$ cat src/sv/rpd_pkg.sv
package rpd_pkg;

  localparam int unsigned NumChannels = 4;
  localparam int unsigned ChanW       = 2;
  localparam int unsigned TimeW       = 15;
  localparam int unsigned WidthW      = 16;
  localparam int unsigned ValueW      = 16;
  localparam int unsigned ThrOutW     = 15;
  localparam int unsigned TimeoutW    = 10;
  localparam int unsigned EdgeW       = 2;
  localparam int unsigned CfgIdxW     = 3;
  localparam int unsigned CfgDataW    = 15;

  localparam int unsigned InDataW     = 24;
  localparam int unsigned InUserW     = 1;
  localparam int unsigned OutDataW    = 72;

  localparam logic [WidthW-1:0]   WrapSpan   = 16'h8000;
  localparam logic [TimeoutW-1:0] TimeoutSat = 10'd1000;
  localparam logic [EdgeW-1:0]    PairEdges  = 2'd2;

  typedef enum logic [CfgIdxW-1:0] {
    CFG_AILERON_CENTER    = 3'd0,
    CFG_ELEVATOR_CENTER   = 3'd1,
    CFG_RUDDER_CENTER     = 3'd2,
    CFG_THROTTLE_BOTTOM   = 3'd3,
    CFG_GESTURE_THRESHOLD = 3'd4,
    CFG_TIMEOUT_LIMIT     = 3'd5
  } cfg_idx_e;

  typedef enum logic [ChanW-1:0] {
    CH_AILERON  = 2'd0,
    CH_ELEVATOR = 2'd1,
    CH_THROTTLE = 2'd2,
    CH_RUDDER   = 2'd3
  } chan_e;

  typedef enum logic {
    MODE_CAPTURE = 1'b0,
    MODE_TICK    = 1'b1
  } mode_e;

  localparam int unsigned OutLinkBit = 63;
  localparam int unsigned OutCalBit  = 64;
  localparam int unsigned OutArmBit  = 65;

endpackage

$ cat src/sv/rc_pwm_pulse_decoder.sv
// Four-channel RC receiver PWM decoder.
// The slave stream carries one event per item: tuser[0] selects an edge
// capture (0) or a timer tick (1); tdata holds channel, capture time and
// pin level. Every accepted item yields exactly one item on the master
// stream with the four stick values and the link, calibrate and arm flags.
// The configuration channel writes the centers, throttle bottom, gesture
// threshold and timeout limit; it is always ready and must be used only
// while the block is idle.
// An item is registered at the input, then decoded by one pass of logic
// straight into the state registers that drive the master tdata. One item
// per cycle is sustained while the receiver keeps tready high.
// When the receiver stalls, the result holds and the input register still
// takes one more item; further items wait on tready.
// Reset clears all channel captures and values, sets the timeout count to
// its saturation value with the link reported down, and loads the default
// register values.
module rc_pwm_pulse_decoder (
  input  logic                          clk_i,
  input  logic                          rst_ni,
  input  logic                          s_axis_tvalid_i,
  output logic                          s_axis_tready_o,
  // channel[1:0], capture_time[16:2], pin_high[17], zero[23:18]
  input  logic [rpd_pkg::InDataW-1:0]   s_axis_tdata_i,
  // mode[0]
  input  logic [rpd_pkg::InUserW-1:0]   s_axis_tuser_i,
  output logic                          m_axis_tvalid_o,
  input  logic                          m_axis_tready_i,
  // aileron[15:0], elevator[31:16], throttle[46:32], rudder[62:47],
  // link_up[63], calibrate_request[64], arm_request[65], zero[71:66]
  output logic [rpd_pkg::OutDataW-1:0]  m_axis_tdata_o,
  input  logic                          cfg_valid_i,
  output logic                          cfg_ready_o,
  input  logic [rpd_pkg::CfgIdxW-1:0]   cfg_index_i,
  input  logic [rpd_pkg::CfgDataW-1:0]  cfg_data_i
);
  import rpd_pkg::*;

  logic [TimeW-1:0]    ail_ctr_q, ele_ctr_q, rud_ctr_q, thr_bot_q, gest_q;
  logic [TimeoutW-1:0] tlim_q;

  logic               in_valid_q;
  mode_e              in_mode_q;
  logic [ChanW-1:0]   in_ch_q;
  logic [TimeW-1:0]   in_time_q;
  logic               in_high_q;

  logic               out_valid_q, out_valid_d;
  logic               adv;

  logic [EdgeW-1:0]   edge_q [NumChannels], edge_d [NumChannels];
  logic [TimeW-1:0]   rise_q [NumChannels], rise_d [NumChannels];
  logic [TimeW-1:0]   fall_q [NumChannels], fall_d [NumChannels];
  logic [WidthW-1:0]  width_q [NumChannels], width_d [NumChannels];
  logic [ValueW-1:0]  ail_q, ail_d, ele_q, ele_d, thr_q, thr_d, rud_q, rud_d;
  logic [TimeoutW-1:0] tc_q, tc_d;
  logic               link_q, link_d, cal_q, cal_d, arm_q, arm_d;

  logic [EdgeW-1:0]   ec_new;
  logic [TimeW-1:0]   f_sel, r_sel;
  logic [WidthW-1:0]  w_sel, diff;
  logic [TimeoutW-1:0] tc_inc;
  logic signed [16:0] thr_p, thr_n, ail_s, ele_s, rud_s;

  assign cfg_ready_o = 1'b1;

  always_ff @(posedge clk_i or negedge rst_ni) begin
    if (!rst_ni) begin
      ail_ctr_q <= 15'd6000;
      ele_ctr_q <= 15'd6000;
      rud_ctr_q <= 15'd6000;
      thr_bot_q <= 15'd4000;
      gest_q    <= 15'd1000;
      tlim_q    <= 10'd50;
    end else if (cfg_valid_i) begin
      case (cfg_idx_e'(cfg_index_i))
        CFG_AILERON_CENTER:    ail_ctr_q <= cfg_data_i;
        CFG_ELEVATOR_CENTER:   ele_ctr_q <= cfg_data_i;
        CFG_RUDDER_CENTER:     rud_ctr_q <= cfg_data_i;
        CFG_THROTTLE_BOTTOM:   thr_bot_q <= cfg_data_i;
        CFG_GESTURE_THRESHOLD: gest_q    <= cfg_data_i;
        CFG_TIMEOUT_LIMIT:     tlim_q    <= cfg_data_i[TimeoutW-1:0];
        default: ;
      endcase
    end
  end

  assign adv             = in_valid_q && (!out_valid_q || m_axis_tready_i);
  assign s_axis_tready_o = !in_valid_q || adv;
  assign m_axis_tvalid_o = out_valid_q;

  always_comb begin
    out_valid_d = out_valid_q;
    if (adv) begin
      out_valid_d = 1'b1;
    end else if (m_axis_tready_i) begin
      out_valid_d = 1'b0;
    end
  end

  always_ff @(posedge clk_i or negedge rst_ni) begin
    if (!rst_ni) begin
      in_valid_q  <= 1'b0;
      out_valid_q <= 1'b0;
    end else begin
      if (s_axis_tready_o) begin
        in_valid_q <= s_axis_tvalid_i;
      end
      out_valid_q <= out_valid_d;
    end
  end

  always_ff @(posedge clk_i) begin
    if (s_axis_tvalid_i && s_axis_tready_o) begin
      in_mode_q <= mode_e'(s_axis_tuser_i[0]);
      in_ch_q   <= s_axis_tdata_i[1:0];
      in_time_q <= s_axis_tdata_i[16:2];
      in_high_q <= s_axis_tdata_i[17];
    end
  end

  always_comb begin
    edge_d  = edge_q;
    rise_d  = rise_q;
    fall_d  = fall_q;
    width_d = width_q;
    ail_d   = ail_q;
    ele_d   = ele_q;
    thr_d   = thr_q;
    rud_d   = rud_q;
    tc_d    = tc_q;
    link_d  = link_q;
    cal_d   = cal_q;
    arm_d   = arm_q;

    ec_new = (edge_q[in_ch_q] < PairEdges) ? edge_q[in_ch_q] + 2'd1 : edge_q[in_ch_q];
    f_sel  = in_time_q;
    r_sel  = rise_q[in_ch_q];
    diff   = {1'b0, f_sel} - {1'b0, r_sel};
    w_sel  = width_q[in_ch_q];
    if (ec_new >= PairEdges) begin
      w_sel = (f_sel > r_sel) ? diff : diff + WrapSpan;
    end
    tc_inc = (tc_q < TimeoutSat) ? tc_q + 10'd1 : tc_q;

    thr_p = $signed({2'b00, gest_q});
    thr_n = -thr_p;

    if (in_mode_q == MODE_CAPTURE) begin
      tc_d             = '0;
      edge_d[in_ch_q]  = ec_new;
      if (in_high_q) begin
        rise_d[in_ch_q] = in_time_q;
      end else begin
        fall_d[in_ch_q]  = in_time_q;
        width_d[in_ch_q] = w_sel;
        case (chan_e'(in_ch_q))
          CH_AILERON:  ail_d = w_sel - {1'b0, ail_ctr_q};
          CH_ELEVATOR: ele_d = w_sel - {1'b0, ele_ctr_q};
          CH_THROTTLE: thr_d = (w_sel > {1'b0, thr_bot_q}) ? w_sel - {1'b0, thr_bot_q} : '0;
          CH_RUDDER:   rud_d = w_sel - {1'b0, rud_ctr_q};
          default: ;
        endcase
      end
    end else begin
      tc_d   = tc_inc;
      link_d = (tc_inc <= tlim_q);
      if (tc_inc > tlim_q) begin
        for (int i = 0; i < NumChannels; i++) begin
          edge_d[i]  = '0;
          rise_d[i]  = '0;
          fall_d[i]  = '0;
          width_d[i] = '0;
        end
      end
    end

    ail_s = $signed({ail_d[15], ail_d});
    ele_s = $signed({ele_d[15], ele_d});
    rud_s = $signed({rud_d[15], rud_d});
    if (in_mode_q == MODE_CAPTURE && !in_high_q && thr_d == '0 && ele_s < thr_n) begin
      if (ail_s > thr_p && rud_s < thr_n) begin
        cal_d = 1'b1;
      end
      if (ail_s < thr_n && rud_s > thr_p) begin
        arm_d = 1'b1;
      end
    end
  end

  always_ff @(posedge clk_i or negedge rst_ni) begin
    if (!rst_ni) begin
      for (int i = 0; i < NumChannels; i++) begin
        edge_q[i]  <= '0;
        rise_q[i]  <= '0;
        fall_q[i]  <= '0;
        width_q[i] <= '0;
      end
      ail_q  <= '0;
      ele_q  <= '0;
      thr_q  <= '0;
      rud_q  <= '0;
      tc_q   <= TimeoutSat;
      link_q <= 1'b0;
      cal_q  <= 1'b0;
      arm_q  <= 1'b0;
    end else if (adv) begin
      edge_q  <= edge_d;
      rise_q  <= rise_d;
      fall_q  <= fall_d;
      width_q <= width_d;
      ail_q   <= ail_d;
      ele_q   <= ele_d;
      thr_q   <= thr_d;
      rud_q   <= rud_d;
      tc_q    <= tc_d;
      link_q  <= link_d;
      cal_q   <= cal_d;
      arm_q   <= arm_d;
    end
  end

  assign m_axis_tdata_o = {6'b0, arm_q, cal_q, link_q, rud_q, thr_q[ThrOutW-1:0], ele_q, ail_q};

endmodule

$ cat config.mk
export PLATFORM = sky130hd
export DESIGN_NAME = rc_pwm_pulse_decoder
export DESIGN_NICKNAME = d
export VERILOG_FILES = /design/src/sv/rpd_pkg.sv /design/src/sv/rc_pwm_pulse_decoder.sv
export SDC_FILE = /design/constraint.sdc
export NUM_CORES = 1
export LEC_CHECK = 0
export ABC_AREA = 1
export BUFFER_PORTS_ARGS = -buffer_cell sky130_fd_sc_hd__buf_2
export CORE_MARGIN = 2
export CORE_UTILIZATION = 62
export DETAILED_ROUTE_END_ITERATION = 6
export MAX_ROUTING_LAYER = met4
export PLACE_DENSITY = 0.89
export SYNTH_ARGS = -nofsm -noshare
export SYNTH_HDL_FRONTEND = slang
export SYNTH_SLANG_ARGS = --single-unit
$ cat constraint.sdc
create_clock -name clk_i -period 6.6 [get_ports clk_i]
set_input_delay 1.98 -clock clk_i [delete_from_list [all_inputs] [get_ports clk_i]]
set_output_delay 1.98 -clock clk_i [all_outputs]
set_load 0.05 [all_outputs]
[After elaboration in Yosys (flattened, before gate mapping)]
Cells that the tools add are included.
Storage, ports and cells
  logic and storage cells: 143
  register bits after elaboration: 315
  output and inout port bits: 75
Operators by class
  bitwise logic cells: 2
  eq/ne operators: 10
  muxes and demuxes: 46
  magnitude comparators: 14
  reductions and logical operators: 30
  $add $sub $neg: 9
Operator list (number)
  16-bit 2-to-1 mux: 18
  64-bit 2-to-1 mux: 3
  60-bit 2-to-1 mux: 3
  64-bit bitwise mux: 1
  16-bit by 15-bit subtractor with 16-bit output: 4
  60-bit bitwise mux: 1
  16-bit by 17-bit < comparator with 1-bit output: 3
  15-bit 2-to-1 mux: 3
  16-bit binary-select mux with 2-bit select: 1
  16-bit demux with 2-bit select: 1
  16-bit > comparator: 2
  15-bit binary-select mux with 2-bit select: 1
  15-bit demux with 2-bit select: 1
  10-bit 2-to-1 mux: 2
  15-bit negation with 17-bit output: 1
  16-bit adder, second input constant: 1
  16-bit by 15-bit > comparator with 1-bit output: 1
  16-bit logical NOT: 1
  8-bit 2-to-1 mux: 2
  2-bit AND reduction: 8
  15-bit by 15-bit subtractor with 16-bit output: 1
  15-bit > comparator: 1
  3-bit AND reduction: 4
  10-bit by 1-bit adder with 10-bit output, second input constant: 1
  other kinds (28): 46

[Logic depth before layout (Yosys ltp)]
  depth in word-level cells: 17
  gate-level depth with buffers: 43

[Least setup slack after synthesis]
No wires, ideal clock.
  path kind: register to register
  start point: reg in_ch_q[1]
  end point: reg cal_q
  path buffers: 2
  period minus slack after synthesis: 5459 ps
  data arrival time: 5341 ps
  required time: 6482 ps
  stages on the path, launching flop included: 33
  path slack: 1141 ps
  cell sequence: edfxtp_1 -> nand2_1 -> clkbuf_1 -> buf_1 -> o22ai_1 -> a221oi_1 -> ha_1 -> a21oi_1 -> nand2_1 -> a31oi_1 -> xor2_1 -> a21oi_1 -> ha_1 -> a21o_1 -> a21oi_1 -> o21ai_1 -> nand2_1 -> nand2_1 -> a21oi_1 -> o21ai_1 -> a21oi_1 -> nand2b_1 -> nand3_1 -> and2_1 -> ha_1 -> nand2_1 -> nor4b_1 -> nand3_1 -> o21ai_0 -> nand3b_1 -> nor2_1 -> nand4_1 -> nand2_1
Between the ends
  elaborated cells on any way between the ends: 49
  those cells by class: add/sub (7); order compare (7); eq/ne (3); mux (25); bitwise (1); reduce/logical (6)
RTL lines
  start, declared: line rc_pwm_pulse_decoder.sv:43  | logic [ChanW-1:0] in_ch_q;
  start signal, assigned: line rc_pwm_pulse_decoder.sv:115  | in_ch_q <= s_axis_tdata_i[1:0];
  2-bit NOT with 3-bit output (implied by the code): line rc_pwm_pulse_decoder.sv:135, rc_pwm_pulse_decoder.sv:137, rc_pwm_pulse_decoder.sv:139
  15-bit binary-select mux with 2-bit select or 2-bit binary-select mux with 2-bit select (tied branches): line rc_pwm_pulse_decoder.sv:137, rc_pwm_pulse_decoder.sv:135
  15-bit 2-to-1 mux (implied by the code) or 2-bit 2-to-1 mux (tied branches) (2 in a row): line rc_pwm_pulse_decoder.sv:137, rc_pwm_pulse_decoder.sv:135
  15-bit by 15-bit subtractor with 16-bit output (tied with other cells): line rc_pwm_pulse_decoder.sv:138  | diff = {1'b0, f_sel} - {1'b0, r_sel};
  16-bit adder or 2-bit 2-to-1 mux (tied branches): line rc_pwm_pulse_decoder.sv:141, rc_pwm_pulse_decoder.sv:135
  16-bit 2-to-1 mux or 2-bit >= comparator (tied branches): line rc_pwm_pulse_decoder.sv:141, rc_pwm_pulse_decoder.sv:140
  16-bit 2-to-1 mux: line rc_pwm_pulse_decoder.sv:140  | if (ec_new >= PairEdges) begin
  16-bit by 15-bit subtractor with 16-bit output: line rc_pwm_pulse_decoder.sv:157  | CH_AILERON: ail_d = w_sel - {1'b0, ail_ctr_q};
  16-bit 2-to-1 mux (*): line rc_pwm_pulse_decoder.sv:156  | case (chan_e'(in_ch_q))
  16-bit 2-to-1 mux (*): line rc_pwm_pulse_decoder.sv:151  | if (in_high_q) begin
  16-bit 2-to-1 mux (*): line rc_pwm_pulse_decoder.sv:148  | if (in_mode_q == MODE_CAPTURE) begin
  net ail_d[14]: line rc_pwm_pulse_decoder.sv:54  | logic [ValueW-1:0] ail_q, ail_d, ele_q, ele_d, thr_q, thr_d, rud_q, rud_d;
  16-bit > comparator (*): line rc_pwm_pulse_decoder.sv:181  | if (ail_s > thr_p && rud_s < thr_n) begin
  1-bit logical AND (*): line rc_pwm_pulse_decoder.sv:181
  3-bit AND reduction (no source line) (*)
  end signal, assigned: line rc_pwm_pulse_decoder.sv:217  | cal_q <= cal_d;
  end, declared: line rc_pwm_pulse_decoder.sv:56  | logic link_q, link_d, cal_q, cal_d, arm_q, arm_d;
Mark *: on every way through the listed nets, which the timed path passes. The rest lies on a longest branch. The select of a mux whose other input is x is not followed.
A chain may end at the register's enable or synchronous reset.

[Worst setup path after layout]
  start point: reg in_ch_q[0]
  end point: reg cal_q
Between the ends
  elaborated cells on any way between the ends: 49
  those cells by class: add/sub (7); order compare (7); eq/ne (3); mux (25); bitwise (1); reduce/logical (6)
RTL lines
  2-bit NOT with 3-bit output (implied by the code): line rc_pwm_pulse_decoder.sv:135, rc_pwm_pulse_decoder.sv:137, rc_pwm_pulse_decoder.sv:139
  15-bit binary-select mux with 2-bit select or 2-bit binary-select mux with 2-bit select (tied branches): line rc_pwm_pulse_decoder.sv:137, rc_pwm_pulse_decoder.sv:135
  15-bit 2-to-1 mux (implied by the code) or 2-bit 2-to-1 mux (tied branches) (2 in a row): line rc_pwm_pulse_decoder.sv:137, rc_pwm_pulse_decoder.sv:135
  15-bit by 15-bit subtractor with 16-bit output (tied with other cells): line rc_pwm_pulse_decoder.sv:138
  16-bit adder or 2-bit 2-to-1 mux (tied branches): line rc_pwm_pulse_decoder.sv:141, rc_pwm_pulse_decoder.sv:135
  16-bit 2-to-1 mux or 2-bit >= comparator (tied branches): line rc_pwm_pulse_decoder.sv:141, rc_pwm_pulse_decoder.sv:140
  16-bit 2-to-1 mux: line rc_pwm_pulse_decoder.sv:140
  16-bit by 15-bit subtractor with 16-bit output: line rc_pwm_pulse_decoder.sv:158  | CH_ELEVATOR: ele_d = w_sel - {1'b0, ele_ctr_q};
  16-bit 2-to-1 mux (*): line rc_pwm_pulse_decoder.sv:156
  16-bit 2-to-1 mux (*): line rc_pwm_pulse_decoder.sv:151
  16-bit 2-to-1 mux (*): line rc_pwm_pulse_decoder.sv:148
  net ele_d[15]: line rc_pwm_pulse_decoder.sv:54
  16-bit by 17-bit < comparator with 1-bit output (*): line rc_pwm_pulse_decoder.sv:180  | if (in_mode_q == MODE_CAPTURE && !in_high_q && thr_d == '0 && ele_s < thr_n) begin
  1-bit logical AND (*): line rc_pwm_pulse_decoder.sv:180
  3-bit AND reduction (no source line) (*)
Marks and branches as above.

==> metrics.md <==
| Metric | Value |
|---|---|
| Fillers | 2485 |
| IO Pins | 123 |
| P_leak | about 11 nW |
| Worst Setup Start Kind | register |
| Layout Cells excl Fill | 3079 |
| Via/cell ratio | 6.105 |
| H-tree depth | 2 |
| Synth unique cells | 57 |
| Crit path arrival time | approximately 6.7 ns |
| Kind of critical path | register to register |
| Min Tclk post-route | between 6 and 7 ns |
| Top cell by count, worst path | nand2_1 |
| Vias in the first global route | approximately 18000 |
| Slowest CP cell | edfxtp_1 |
| Die X | roughly 180 µm |
| Clk buf depth | 3 |
| Hold Fails Final Rpt | 0 |
| Syn. warnings | 0 |
| Die height | ~180 µm |
| Crit path depth | 38 |
| Synth area leader | dfrtp_1 |
| Area Overhead vs Synth | 11.61% |
| Largest net degree at the start of global routing | 125 |
| Setup Skew | 0.02299 ns |
| Max incr delay on CP | 0.41 ns |
| Area after DPL | a little over 20000 µm² |
| Critical Path RT | 7.07 ns |
| Synth Instances | 2557 |
| Area share of the largest cell type after synthesis | 32.05% |
| Row Count | 65 |
| Starting Density | 62.85% |
| Synth area leaders | dfrtp_1 32%, nand2_1 11%, ha_1 11% |
| Finished Cell Area | ~22000 µm² |
| Top delay family on crit path | compound AO/OA/AOI/OAI gates |
| FF+latch count, synth | 315 |
| Reg clk slew, reported paths | 0.06 ns |
| Antenna viol nets, final | 0 |
| Pre-antenna DRT Iters | 6 |
| Commonest non-fill, non-tap cell in the layout | nand2_1 |
| Commonest cells after routing, fill and taps aside | 571 x nand2_1, 315 x o21ai_0, 297 x inv_1 |
| Setup violators final | 0 |
| Crit share post-route | 94.74% |
| Final wirelength | 60.68 mm |
| Hold buffer count at CTS | 0 |
| Final Wtd Congestion | slightly below 1 |
| Port buffer count | ~110 |
| Register area | 8030 µm² |
| Buf+Inv Stages, Crit Path | 5 |
| PD cells | approximately 520 nW/µm² |
| Overall die area | ~33000 µm² |
| 1st-iter DRT viols | 1789 |
| Pins Over Slew Limit | 0 |
| Dpl hpwl | 43.17 mm |
| First-pass GRT wire length | 95.15 mm |
| Post-Syn Area per Cell | 7.756 µm² |
| Status | completed |
| Via Count | 18796 |
| Max_cap viols | 0 |
| CTS sink count | approximately 320 |
| Post-synth EDFFs | 19 |
| Total grt overflow | 0 |
| Post-Syn Area | 19830 µm² |
| Wire per inst | roughly 20 µm |
| Initial antenna violation count | 0 |
| Register area share after synthesis | between 40 and 50% |
| Top FF cell, synth | dfrtp_1 |
| Worst Hold Class | register to register |
| Async set-reset flop share out of synthesis | 93.97% |
| DR DRC count | 0 |
| Worst-path maximum fanout | 12 |
| Slew margin rel. | ~6.6% |
| Worst R2R Setup Slack | 0.35 ns |
| Final nets | about 2900 |
| Worst VDD drop | around 380 µV |
| CTS tree | yes |
| Multi-input logic area | 10280 µm² |
| Antenna Cells | 0 |
| Critical Path Sink Type | register |
| Clk_lat worst skew | 0.55 ns |
| Worst Tran Pin Value | 1.399 ns |
| Final core utilization | 70.15% |
| Max Clk Rate | 159.9 MHz |
| Share of layout cells above drive strength 1 | 12.92% |
| TritonCTS buffer count | 35 |
| All-Layer GR Usage | 37.33% |
| Clock tree root buffer cell | clkbuf_16 |
| R2r worst-path depth | 38 |
| Worst hold stages | 2 |
| Core area | 31560 µm² |
| Dpl cells | 3009 |
## synth_stat cells (all sizes together), types with 7 or more instances
| master | number |
|---|---|
| a221oi | 16 |
| nand3 | 114 |
| nor2 | 182 |
| a21oi | 158 |
| a211oi | 10 |
| inv | 312 |
| dfrtp | 254 |
| a31oi | 20 |
| xnor2 | 19 |
| nor3 | 16 |
| o21ai | 343 |
| nand2 | 589 |
| dfstp | 42 |
| o211ai | 7 |
| o22ai | 58 |
| edfxtp | 19 |
| xor2 | 39 |
| buf | 41 |
| ha | 167 |
| clkbuf | 75 |
| nand4 | 18 |
## where the power goes
group | internal [mW] | switching [mW]
clock | 1.10 | 0.808
sequential | 2.49 | 0.338
combinational | 2.28 | 4.58
total | 5.87 | 5.72
## worst paths after layout
kind                            startpoint         to
worst max-delay path            in_ch_q[0]      cal_q
worst min-delay path                 cal_q      cal_q
worst max register to register  in_ch_q[0]      cal_q
worst min register to register       cal_q      cal_q
max in group asynchronous           rst_ni  ail_q[12]
min in group asynchronous           rst_ni   thr_q[7]
## cell families (layout without fill, tap and decap cells)
logic type / count (synthesis) / count (layout) / synth area share (%)
buffers and inverters: 430 / 545 / 8.693
DFF: 315 / 315 / 40.49
other: 2 / 7 / 0.03787
adders and majority gates: 172 / 172 / 11.04
AOI/OAI and AO/OA: 643 / 643 / 17.76
xor gates and xnor gates: 58 / 58 / 2.561
and+or+nand+nor: 937 / 937 / 19.42
## timing repair
item | in CTS | in global routing
hold endpoints to repair | 0 | 0
pin swaps | 0 | 7
gates cloned | 0 | 0
setup buffers | 0 | 7
setup endpoints to repair | 2 | 2
resized for setup | 1 | 45
## registers in the layout, indices dropped and copies added, names as in the netlist, 8 cells and up
| register | count |
|---|---|
| edge_q | 8 |
| rud_q | 16 |
| ele_ctr_q | 15 |
| f_sel | 15 |
| gest_q | 15 |
| ail_ctr_q | 15 |
| thr_q | 16 |
| tc_q | 10 |
| ail_q | 16 |
| thr_bot_q | 15 |
| tlim_q | 10 |
| width_q | 64 |
| rise_q | 60 |
| ele_q | 16 |
| rud_ctr_q | 15 |
## through the flow
| step | setup TNS, ns | total power, mW | hold slack [ns] | setup WS, ns |
|---|---|---|---|---|
| 2_1_floorplan | 0 | 7.429 | 0.4351 | 1.141 |
| 3_3_place_gp | 0 | 9.109 | 0.4468 | 0.1383 |
| 3_5_place_dp | -0.2085 | 9.292 | 0.4477 | -0.1056 |
| 4_1_cts | 0 | 11.24 | 0.4634 | 0.009523 |
| 5_1_grt | -0.1042 | 12.36 | 0.5067 | -0.05603 |
| 6_report | 0 | 11.59 | 0.4633 | 0.3471 |
## routing by layer
| layer | global-route usage [%] | wire length (µm) |
|---|---|---|
| met5 | - | 0 |
| met4 | 19.46 | 3338 |
| met3 | 6.315 | 5068 |
| met2 | 60.53 | 28540 |
| met1 | 45.11 | 23740 |
## cell type report
class	count	area share, %
Multi-Input combinational cell	1817	46.46
Inverter	314	5.364
Sequential cell	315	36.28
Tap cell	402	2.272
Timing Repair Buffer	168	4.624
Clock buffer	55	4.748
Clock inverter	8	0.2487
## worst register-to-register path, delay by kind of cell, from the launching register on
family / cells / cell delay, ns
compound gates: 13 / 2.03
simple gates: 16 / 1.79
fa+ha+maj: 3 / 0.96
buf+inv: 5 / 0.78
flops: 1 / 0.41
xor+xnor: 1 / 0.21
No activity file was read; power rests on OpenSTA's default activity.
